## config.mk

```make
export PLATFORM = sky130hd
export DESIGN_NAME = ansi_sgr_attribute_parser
export DESIGN_NICKNAME = d
export VERILOG_FILES = /design/src/hdl/asap_pkg.sv /design/src/hdl/ansi_sgr_attribute_parser.sv /design/src/hdl/asap_core.sv
export SDC_FILE = /design/constraint.sdc
export NUM_CORES = 1
export LEC_CHECK = 0
export BUFFER_PORTS_ARGS = -buffer_cell sky130_fd_sc_hd__buf_2
export CAP_MARGIN = 20
export CORE_MARGIN = 3
export CORE_UTILIZATION = 60
export DETAILED_ROUTE_END_ITERATION = 7
export GPL_TIMING_DRIVEN = 0
export PLACE_DENSITY = 0.81
export SLEW_MARGIN = 15
export SYNTH_ARGS = -nofsm -noshare
export SYNTH_HDL_FRONTEND = slang
export SYNTH_SLANG_ARGS = --single-unit
```

## constraint.sdc

```tcl
create_clock -name clk -period 3.9 [get_ports clk]
set_clock_uncertainty 0.15 [all_clocks]
set_input_delay 0.195 -clock clk [delete_from_list [all_inputs] [get_ports clk]]
set_output_delay 0.195 -clock clk [all_outputs]
set_load 0.02 [all_outputs]
```

## src/hdl/asap_pkg.sv

```systemverilog
// Shared types and constants for the ANSI SGR attribute parser.
// No dependencies; used by asap_core, the top level and the checker.
package asap_pkg;

  localparam int ATTR_W      = 9;
  localparam int BYTE_W      = 8;
  localparam int CFG_IDX_W   = 1;
  localparam int CFG_DATA_W  = 9;
  localparam int QUEUE_DEPTH = 4;
  localparam int M_TDATA_W   = 24;

  localparam logic [BYTE_W-1:0] CH_ESC = 8'h1B;
  localparam logic [BYTE_W-1:0] CH_LBR = 8'h5B;
  localparam logic [BYTE_W-1:0] CH_M   = 8'h6D;

  localparam logic [ATTR_W-1:0] DEFAULT_ATTR_RST = 9'd7;

  typedef enum logic [CFG_IDX_W-1:0] {
    REG_DEFAULT_ATTR = 1'b0,
    REG_ATTR_ENABLE  = 1'b1
  } cfg_reg_t;

  // Results caused by one accepted byte: none, one or two text bytes.
  typedef struct packed {
    logic [1:0]        count;
    logic [BYTE_W-1:0] byte0;
    logic [BYTE_W-1:0] byte1;
    logic [ATTR_W-1:0] attr;
  } result_t;

  typedef struct packed {
    logic              last;
    logic [ATTR_W-1:0] attr;
    logic [BYTE_W-1:0] data;
  } entry_t;

endpackage

```

## src/hdl/ansi_sgr_attribute_parser.sv

```systemverilog
// ANSI SGR attribute parser top level: input stream, parser core, result queue.
// Depends on asap_pkg and asap_core.
//
// Usage:
//   s_* carries one terminal byte per request. m_* carries text bytes, each with
//   the attribute in force; m_tlast marks the last result caused by one input
//   byte. Escape sequences (ESC '[' ... letter) are consumed; with attr_enable
//   set they update the attribute when they end in 'm'. A held ESC not followed
//   by '[' comes out as text, so one input byte causes zero, one or two results.
//   cfg_we/cfg_index/cfg_data write default_attr (index 0) and attr_enable
//   (index 1); write only while the block is idle.
// Timing:
//   One byte per cycle is accepted while s_tready is high. Each result is queued
//   at the edge that accepts its byte, both of a pair together. The parser
//   state updates in the accept cycle, and a queue of QDEPTH result entries sits
//   in front of m_*; s_tready drops while fewer than two entries are free, so a
//   stalled receiver backs up into s_* without loss.
// Reset: rst clears the parser state, empties the queue, sets default_attr to 7
//   and attr_enable to 1; the attribute in force starts at 7.
module ansi_sgr_attribute_parser #(
  parameter int QDEPTH = asap_pkg::QUEUE_DEPTH
) (
  input  logic                                clk,
  input  logic                                rst,
  input  logic                                s_tvalid,
  output logic                                s_tready,
  input  logic [7:0]                          s_tdata,   // [7:0] in_byte
  output logic                                m_tvalid,
  input  logic                                m_tready,
  output logic [asap_pkg::M_TDATA_W-1:0]      m_tdata,   // [7:0] out_byte, [16:8] out_attr
  output logic                                m_tlast,
  input  logic                                cfg_we,
  input  logic [asap_pkg::CFG_IDX_W-1:0]      cfg_index,
  input  logic [asap_pkg::CFG_DATA_W-1:0]     cfg_data
);

  localparam int PTR_W = (QDEPTH > 1) ? $clog2(QDEPTH) : 1;
  localparam int CNT_W = $clog2(QDEPTH + 1);
  localparam logic [CNT_W-1:0] CNT_ROOM = CNT_W'(QDEPTH - 2);
  localparam logic [PTR_W-1:0] PTR_LAST = PTR_W'(QDEPTH - 1);

  asap_pkg::result_t res;
  asap_pkg::entry_t  queue [QDEPTH];
  asap_pkg::entry_t  head;

  logic [PTR_W-1:0]  wr_ptr, wr_ptr_next, wr_ptr_1;
  logic [PTR_W-1:0]  rd_ptr, rd_ptr_next;
  logic [CNT_W-1:0]  count, count_next;
  logic              accept;
  logic              pop;

  function automatic logic [PTR_W-1:0] ptr_inc(input logic [PTR_W-1:0] p);
    ptr_inc = (p == PTR_LAST) ? '0 : p + PTR_W'(1);
  endfunction

  assign s_tready = (count <= CNT_ROOM);
  assign accept   = s_tvalid && s_tready;
  assign m_tvalid = (count != '0);
  assign pop      = m_tvalid && m_tready;

  asap_core u_core (
    .clk       (clk),
    .rst       (rst),
    .accept    (accept),
    .in_byte   (s_tdata),
    .cfg_we    (cfg_we),
    .cfg_index (cfg_index),
    .cfg_data  (cfg_data),
    .res       (res)
  );

  assign wr_ptr_1 = ptr_inc(wr_ptr);

  always_comb begin
    wr_ptr_next = wr_ptr;
    if (res.count == 2'd1) begin
      wr_ptr_next = wr_ptr_1;
    end else if (res.count == 2'd2) begin
      wr_ptr_next = ptr_inc(wr_ptr_1);
    end
    rd_ptr_next = pop ? ptr_inc(rd_ptr) : rd_ptr;
    count_next  = count + CNT_W'(res.count) - CNT_W'(pop);
  end

  always_ff @(posedge clk) begin
    if (rst) begin
      wr_ptr <= '0;
      rd_ptr <= '0;
      count  <= '0;
    end else begin
      wr_ptr <= wr_ptr_next;
      rd_ptr <= rd_ptr_next;
      count  <= count_next;
    end
  end

  always_ff @(posedge clk) begin
    if (res.count != 2'd0) begin
      queue[wr_ptr] <= '{last: (res.count == 2'd1), attr: res.attr, data: res.byte0};
    end
    if (res.count == 2'd2) begin
      queue[wr_ptr_1] <= '{last: 1'b1, attr: res.attr, data: res.byte1};
    end
  end

  assign head    = queue[rd_ptr];
  assign m_tdata = {{(asap_pkg::M_TDATA_W - asap_pkg::ATTR_W - asap_pkg::BYTE_W){1'b0}},
                    head.attr, head.data};
  assign m_tlast = head.last;

endmodule

```

## src/hdl/asap_core.sv

```systemverilog
// Escape sequence parser: state, SGR code decode and configuration registers.
// Depends on asap_pkg. Produces up to two text results per accepted byte.
module asap_core (
  input  logic                               clk,
  input  logic                               rst,
  input  logic                               accept,
  input  logic [asap_pkg::BYTE_W-1:0]        in_byte,
  input  logic                               cfg_we,
  input  logic [asap_pkg::CFG_IDX_W-1:0]     cfg_index,
  input  logic [asap_pkg::CFG_DATA_W-1:0]    cfg_data,
  output asap_pkg::result_t                  res
);

  logic                          esc_held, esc_held_next;
  logic                          in_seq, in_seq_next;
  logic [7:0]                    code_acc, code_acc_next;
  logic [asap_pkg::ATTR_W-1:0]   pending_attr, pending_attr_next;
  logic [asap_pkg::ATTR_W-1:0]   current_attr, current_attr_next;
  logic [asap_pkg::ATTR_W-1:0]   default_attr;
  logic                          attr_enable;

  logic                          is_digit;
  logic                          is_letter;
  logic [11:0]                   acc_ext;
  logic [11:0]                   acc_sum;
  logic [asap_pkg::ATTR_W-1:0]   applied;

  // ANSI colour index (bit0 red) to rgb field order (bit2 red)
  function automatic logic [2:0] colour_bits(input logic [2:0] idx);
    colour_bits = {idx[0], idx[1], idx[2]};
  endfunction

  function automatic logic [asap_pkg::ATTR_W-1:0] apply_code(
    input logic [7:0]                  code,
    input logic [asap_pkg::ATTR_W-1:0] attr,
    input logic [asap_pkg::ATTR_W-1:0] dflt
  );
    logic [7:0] fg_idx;
    logic [7:0] bg_idx;
    fg_idx = code - 8'd30;
    bg_idx = code - 8'd40;
    apply_code = attr;
    if (code == 8'd0) begin
      apply_code = dflt;
    end else if (code == 8'd1) begin
      apply_code[3] = 1'b1;
    end else if (code == 8'd4) begin
      apply_code[7] = 1'b1;
    end else if (code == 8'd7) begin
      apply_code[8] = 1'b1;
    end else if (code >= 8'd30 && code <= 8'd37) begin
      apply_code[2:0] = colour_bits(fg_idx[2:0]);
    end else if (code >= 8'd40 && code <= 8'd47) begin
      apply_code[6:4] = colour_bits(bg_idx[2:0]);
    end
  endfunction

  assign is_digit  = (in_byte >= 8'h30) && (in_byte <= 8'h39);
  assign is_letter = ((in_byte >= 8'h41) && (in_byte <= 8'h5A)) ||
                     ((in_byte >= 8'h61) && (in_byte <= 8'h7A));

  // code * 10 + digit, saturating at 255
  assign acc_ext = {4'b0, code_acc};
  assign acc_sum = (acc_ext << 3) + (acc_ext << 1) + {8'b0, in_byte[3:0]};
  assign applied = apply_code(code_acc, pending_attr, default_attr);

  always_comb begin
    esc_held_next     = esc_held;
    in_seq_next       = in_seq;
    code_acc_next     = code_acc;
    pending_attr_next = pending_attr;
    current_attr_next = current_attr;
    res.count         = 2'd0;
    res.byte0         = in_byte;
    res.byte1         = in_byte;
    res.attr          = current_attr;
    if (accept) begin
      if (in_seq) begin
        if (is_digit) begin
          code_acc_next = (acc_sum > 12'd255) ? 8'd255 : acc_sum[7:0];
        end else begin
          pending_attr_next = applied;
          code_acc_next     = 8'd0;
          if (is_letter) begin
            if (in_byte == asap_pkg::CH_M && attr_enable) begin
              current_attr_next = applied;
            end
            in_seq_next = 1'b0;
          end
        end
      end else if (esc_held) begin
        if (in_byte == asap_pkg::CH_LBR) begin
          esc_held_next     = 1'b0;
          in_seq_next       = 1'b1;
          code_acc_next     = 8'd0;
          pending_attr_next = current_attr;
        end else if (in_byte == asap_pkg::CH_ESC) begin
          // emit the held ESC, keep holding the new one
          res.count = 2'd1;
          res.byte0 = asap_pkg::CH_ESC;
        end else begin
          esc_held_next = 1'b0;
          res.count     = 2'd2;
          res.byte0     = asap_pkg::CH_ESC;
        end
      end else if (in_byte == asap_pkg::CH_ESC) begin
        esc_held_next = 1'b1;
      end else begin
        res.count = 2'd1;
      end
    end
  end

  always_ff @(posedge clk) begin
    if (rst) begin
      esc_held     <= 1'b0;
      in_seq       <= 1'b0;
      code_acc     <= 8'd0;
      pending_attr <= '0;
      current_attr <= asap_pkg::DEFAULT_ATTR_RST;
    end else begin
      esc_held     <= esc_held_next;
      in_seq       <= in_seq_next;
      code_acc     <= code_acc_next;
      pending_attr <= pending_attr_next;
      current_attr <= current_attr_next;
    end
  end

  always_ff @(posedge clk) begin
    if (rst) begin
      default_attr <= asap_pkg::DEFAULT_ATTR_RST;
      attr_enable  <= 1'b1;
    end else if (cfg_we) begin
      unique case (asap_pkg::cfg_reg_t'(cfg_index))
        asap_pkg::REG_DEFAULT_ATTR: default_attr <= cfg_data[asap_pkg::ATTR_W-1:0];
        asap_pkg::REG_ATTR_ENABLE:  attr_enable  <= cfg_data[0];
        default: ;
      endcase
    end
  end

endmodule

```

== Word-level counts from Yosys, hierarchy flattened ==
Memories as Yosys holds them, arrays and structs flattened. A register that Yosys moved wholly into a read port is not among the register bits.
Cells that the tools add are included.

* Register bits: 45
* Memory bits (read-only): 0
* Memories kept: 1
* Bits in latches: 0
* Bits in writable memories: 72
* Bits of input ports: 23

* $mul: 0
* Bitwise gates (word level): 3
* Reductions and logical operators: 21
* $lt $le $gt $ge: 12
* Shift-type cells: 0
* Multiplexer cells: 49
* Equality and inequality tests: 12
* Add/sub/neg operators: 9
* Div/mod/pow operators: 0

{| class="wikitable"
|+ Memories
! memory !! words !! width !! read ports !! clocked after memory_dff !! wr ports !! line !! source
|-
| queue || 4 || 18 || 1 || 1 || 2 || ansi_sgr_attribute_parser.sv:43 || <nowiki>asap_pkg::entry_t queue [QDEPTH];</nowiki>
|}

{| class="wikitable"
|+ Operators with widths
! operator !! number
|-
| $mux W8 || 6
|-
| $mux W9 || 5
|-
| $mux W10 || 4
|-
| $le A8 B6 Y1 const B || 3
|-
| $mux W3 || 8
|-
| $mux W1 || 17
|-
| $eq A8 B3 Y1 const B || 2
|-
| $eq A8 B7 Y1 const B || 2
|-
| $ge A8 B6 Y1 const B || 2
|-
| $ge A8 B7 Y1 const B || 2
|-
| $le A8 B7 Y1 const B || 2
|-
| $mux W2 || 8
|-
| $add A11 B9 Y12 || 1
|-
| $add A12 B4 Y12 || 1
|-
| $gt A12 B8 Y1 const B || 1
|-
| $eq A2 B2 Y1 const B || 4
|-
| $eq A8 B1 Y1 const B || 1
|-
| $eq A8 B5 Y1 const B || 1
|-
| $ge A8 B5 Y1 const B || 1
|-
| $logic_and A1 B1 Y1 || 8
|-
| $logic_not A8 Y1 || 1
|-
| $reduce_bool A2 Y1 || 4
|-
| $add A2 B1 Y2 const B || 3
|-
| $reduce_and A2 Y1 || 3
|-
| other kinds (14) || 16
|}

== Logic depth before layout (Yosys ltp) ==
* Depth in word-level cells: 10
* Gate-level depth with buffers: 13
* Gate-level depth less buffers: 12

== Modules after synthesis ==
Synthesis repeated with hierarchy kept, for this count alone.

* Cell total of the unflattened synthesis: 604
* Area, all modules: 6657.6 um^2

{| class="wikitable"
|+ Modules (own cells, without submodules)
! module !! area an instance (um^2) !! times used !! cells an instance
|-
| ansi_sgr_attribute_parser || 4095.2 || 1 || 302
|-
| asap_core || 2562.5 || 1 || 302
|}

== Worst setup path after synthesis ==
Ideal clock, no wire load.

* Path kind: register to register
* Start point: register count[1]
* End point: memory queue[2][0] (netlist bit) (enable)
* Slack: 408 ps
* Buffers on the path: 2
* Cell stages (with the launch flop): 11
* Data required time: 3363 ps
* Arrival: 2956 ps
* Cells stage by stage: dfxtp_1 > a21oi_1 > and3_1 > and2_1 > o21ai_0 > inv_1 > ha_1 > clkbuf_1 > nand2_1 > nand2_1 > clkbuf_1

{| class="wikitable"
|+ RTL lines
! item !! line !! source
|-
| from (decl) || ansi_sgr_attribute_parser.sv:48 || <nowiki>logic [CNT_W-1:0] count, count_next;</nowiki>
|-
| from (signal assigned) || ansi_sgr_attribute_parser.sv:93 || <nowiki>count <= count_next;</nowiki>
|-
| to (decl) || ansi_sgr_attribute_parser.sv:43 ||
|}

==> impl_metrics.ini <==
[routing]
post_drt_wl_per_cell_um = 16.8
viasPerCell = 5.72
firstDrtPassIters = 6
drtIter0Drc = 467
finalWirelength_mm = 13.2
drc = 0
ant_nets = 0
vias = 4490

[timing]
fin_crit_sh_pct = 92.5
setup_viol_count_final = 0
slew_headroom_pct = 48.0
finalHoldViolCount = 0
period_needed_ns = 3.61
timing.hold.ws_ns = 0.0267
rsz0062_at_grt = no
clock.fmax_mhz = 277
setup_slack_ns = 0.292
report.final.slew_viol_count = 0
tightest_slew_ns = 0.772

[pwr]
p_leak_nw = 2.98
p_per_area_nw_per_um2 = 527
peakVddDrop_uv = 269

[yosys]
ys_seq_area_share_pct = 49.9
yosys-mux-area-fraction_pct = 9.65
synth-xor-area-share_pct = 0.999
synth_compound_gate_area_share_pct = 11.2
synth_top_family_by_area = simple AND/OR/NAND/NOR gates
synth_flop_cell = edfxtp_1
postSynthAreaPerCell_um2 = 11.0
yosys.area_share.simple_pct = 17.6
syn_area_um2 = 6130
async_reset_ff_share_pct = 0
synth_cell_types = 63
ys_ff_latch = 119
synth_edf_count = 68
synth_top_area_cell = edfxtp_1
synth_top_area_share_pct = 33.3
syn_inst = 556
synth_area_leaders = edfxtp_1, dfxtp_1, mux4_2
synthAdderAreaFrac_pct = 6.89
yosys-top-cells-count = edfxtp_1, nand2_1, dfxtp_1, nor2_1, and2_1
yosys_warnings = 0

[worst_setup_path]
timing.reg2reg.setup_slack_ns = 0.29
r2r-end = queue[2][1]
arrival_ns = 3.84
worst-r2r-cell-count = 11
crit_chain = a21oi_1, and3_1, and2_1, o21ai_0, inv_1, ha_1, clkbuf_1, nand2_1, nand2_1, clkbuf_4, o21a_1
start_kind = register
slowest_stage = clkbuf_4
r2r-start = count[1]
crit_type = reg2reg
crit_top_cell = nand2_1
worst_path_largest_cell_delay_ns = 0.43
cp.required_ns = 4.13
crit_path_end_kind = register
crit_fanout = 26

[hold_path]
holdCritPathClass = in2reg
whs_endpoint = u_core.code_acc[1]
worstHoldPathCells = 4
hp-start = s_tdata[1]

[run]
maxCapViolCount = 0

[place]
dpl.hpwl_mm = 9.01
gp_congestion = 0.892
placed_area_um2 = 6520
placed_cells = 734
place_ws_ns = 0.223
portBuffers = 39

[final_layout]
antenna_cells = 0
layout.nets = 694
syn_to_final_growth_pct = 18.6
final_cell_area_um2 = 7280
fill_cells = 641
drive_gt1_share_pct = 19.2
stdcell_count = 785

[clock_network]
numClockSinks = 119
insertion_delay_ns = 0.52
numCtsBuffers = 17
tritoncts = done
cts_root_buf = clkbuf_8
postCtsSetupBuffers = 0
path_clk_slew_ns = 0.06
h-tree-depth = 4
clock_tree.buffer_depth = 2

[grt]
track_usage_pct = 25.1
grt_max_degree = 27
grt_overflow = 0
antenna_found_initial = 0
grt_pass1_vias = 4493
grt_pass1_wl_mm = 22.3

[die]
fp.dieW_um = 107
io_pins = 50
dieArea_um2 = 11500
core-area_um2 = 9860
dieHeight_um = 107
start_util_pct = 62.2
placementRows = 36

[run_status]
status = completed
through the flow:
| stage | power [mW] | TNS [ns] | utilization, % |
|---|---|---|---|
| 3_5_place_dp | 2.39 | 0 | 66.1 |
| 2_1_floorplan | 2.17 | 0 | - |
| 6_report | 3.83 | 0 | 73.8 |
| 4_1_cts | 3.85 | 0 | 73.7 |
| 3_3_place_gp | 2.37 | -8.83 | 66.1 |
| 5_1_grt | 4.02 | 0 | 73.8 |
sequential cells by signal, summed over array words and instances (netlist names), named ones only:
| signal | count |
|---|---|
| u_core.esc_held | 1 |
| u_core.current_attr | 9 |
| u_core.code_acc | 8 |
| queue | 72 |
| u_core.in_seq | 1 |
| u_core.pending_attr | 9 |
| u_core.default_attr | 9 |
| count | 3 |
| u_core.attr_enable | 1 |
| wr_ptr | 2 |
| rd_ptr | 2 |
repair_timing:
item / in CTS / in global routing
hold buffers: 19 / 0
resized for setup: 0 / 3
endpoints found under the setup margin: 0 / 27
hold endpoints to repair: 34 / 0
critical path, delay by kind of cell, from the launching register on:
kind / cells / cell delay (ns)
buf+inv: 3 / 0.86
simple gates: 4 / 1.00
fa+ha+maj: 1 / 0.18
flops: 1 / 0.32
compound gates: 3 / 0.93
per-layer routing:
| metal | track usage, % | part of all wire [%] | wire (um) | vias to the layer above |
|---|---|---|---|---|
| li1 | - | - | - | 2174 |
| met1 | 32.5 | 43 | 5660 | 2113 |
| met2 | 41.0 | 49 | 6490 | 183 |
| met3 | 5.90 | 6.6 | 866 | 20 |
| met4 | 9.59 | 1.5 | 197 | 0 |
| met5 | 0 | 0 | 0 | - |
layout by cell type, fill, tap and decap left out, types with 4 or more instances in the layout:
cell type / n
a211oi_1: 9
a21oi_1: 33
a22o_1: 4
and2_1: 38
and3_1: 14
buf_2: 49
buf_4: 9
clkbuf_1: 12
clkbuf_16: 16
clkbuf_8: 6
clkinv_2: 5
conb_1: 7
dfxtp_1: 51
dlygate4sd3_1: 19
edfxtp_1: 68
ha_1: 29
inv_1: 10
mux2i_1: 16
mux4_2: 18
nand2_1: 68
nand2b_1: 8
nand3_1: 4
nor2_1: 44
nor2b_1: 6
nor3_1: 5
nor4_1: 7
o21a_1: 16
o21ai_0: 19
xnor2_1: 6
layout make-up:
cell class / count / area [um2] / area share [%]
Tap cell: 133 / 166 / 2.29
Clock buffer: 24 / 490 / 6.74
Buffer: 35 / 193 / 2.65
Inverter: 10 / 37.5 / 0.516
Sequential cell: 119 / 3060 / 42.1
Clock inverter: 8 / 70.1 / 0.963
Timing Repair Buffer: 58 / 385 / 5.30
Multi-Input combinational cell: 398 / 2870 / 39.5
how the worst max path moves through the flow:
stage	start	to	slack, ns	depth (start not counted)
after floorplan	count[1]	queue[2][0]	0.41	10
after global placement	count[1]	queue[2][6]	-0.22	10
after detailed placement	count[1]	queue[2][13]	0.22	10
after CTS	count[1]	queue[2][12]	0.18	10
after global routing	count[1]	queue[2][2]	0.02	12
final	count[1]	queue[2][1]	0.29	11
cells by family after synthesis:
group / count (synthesis)
xor+xnor: 7
compound gates: 104
simple gates: 212
flops: 119
other cells: 1
mux: 36
buf+inv: 45
fa+ha+maj: 32
where the power goes:
part	internal, mW	switching [mW]	total, mW
Sequential	1.48	0.0542	1.53
Combinational	0.365	0.485	0.850
Clock	0.924	0.526	1.45
Total	2.77	1.06	3.83
Note: power is estimated with default switching activity, not from simulation.
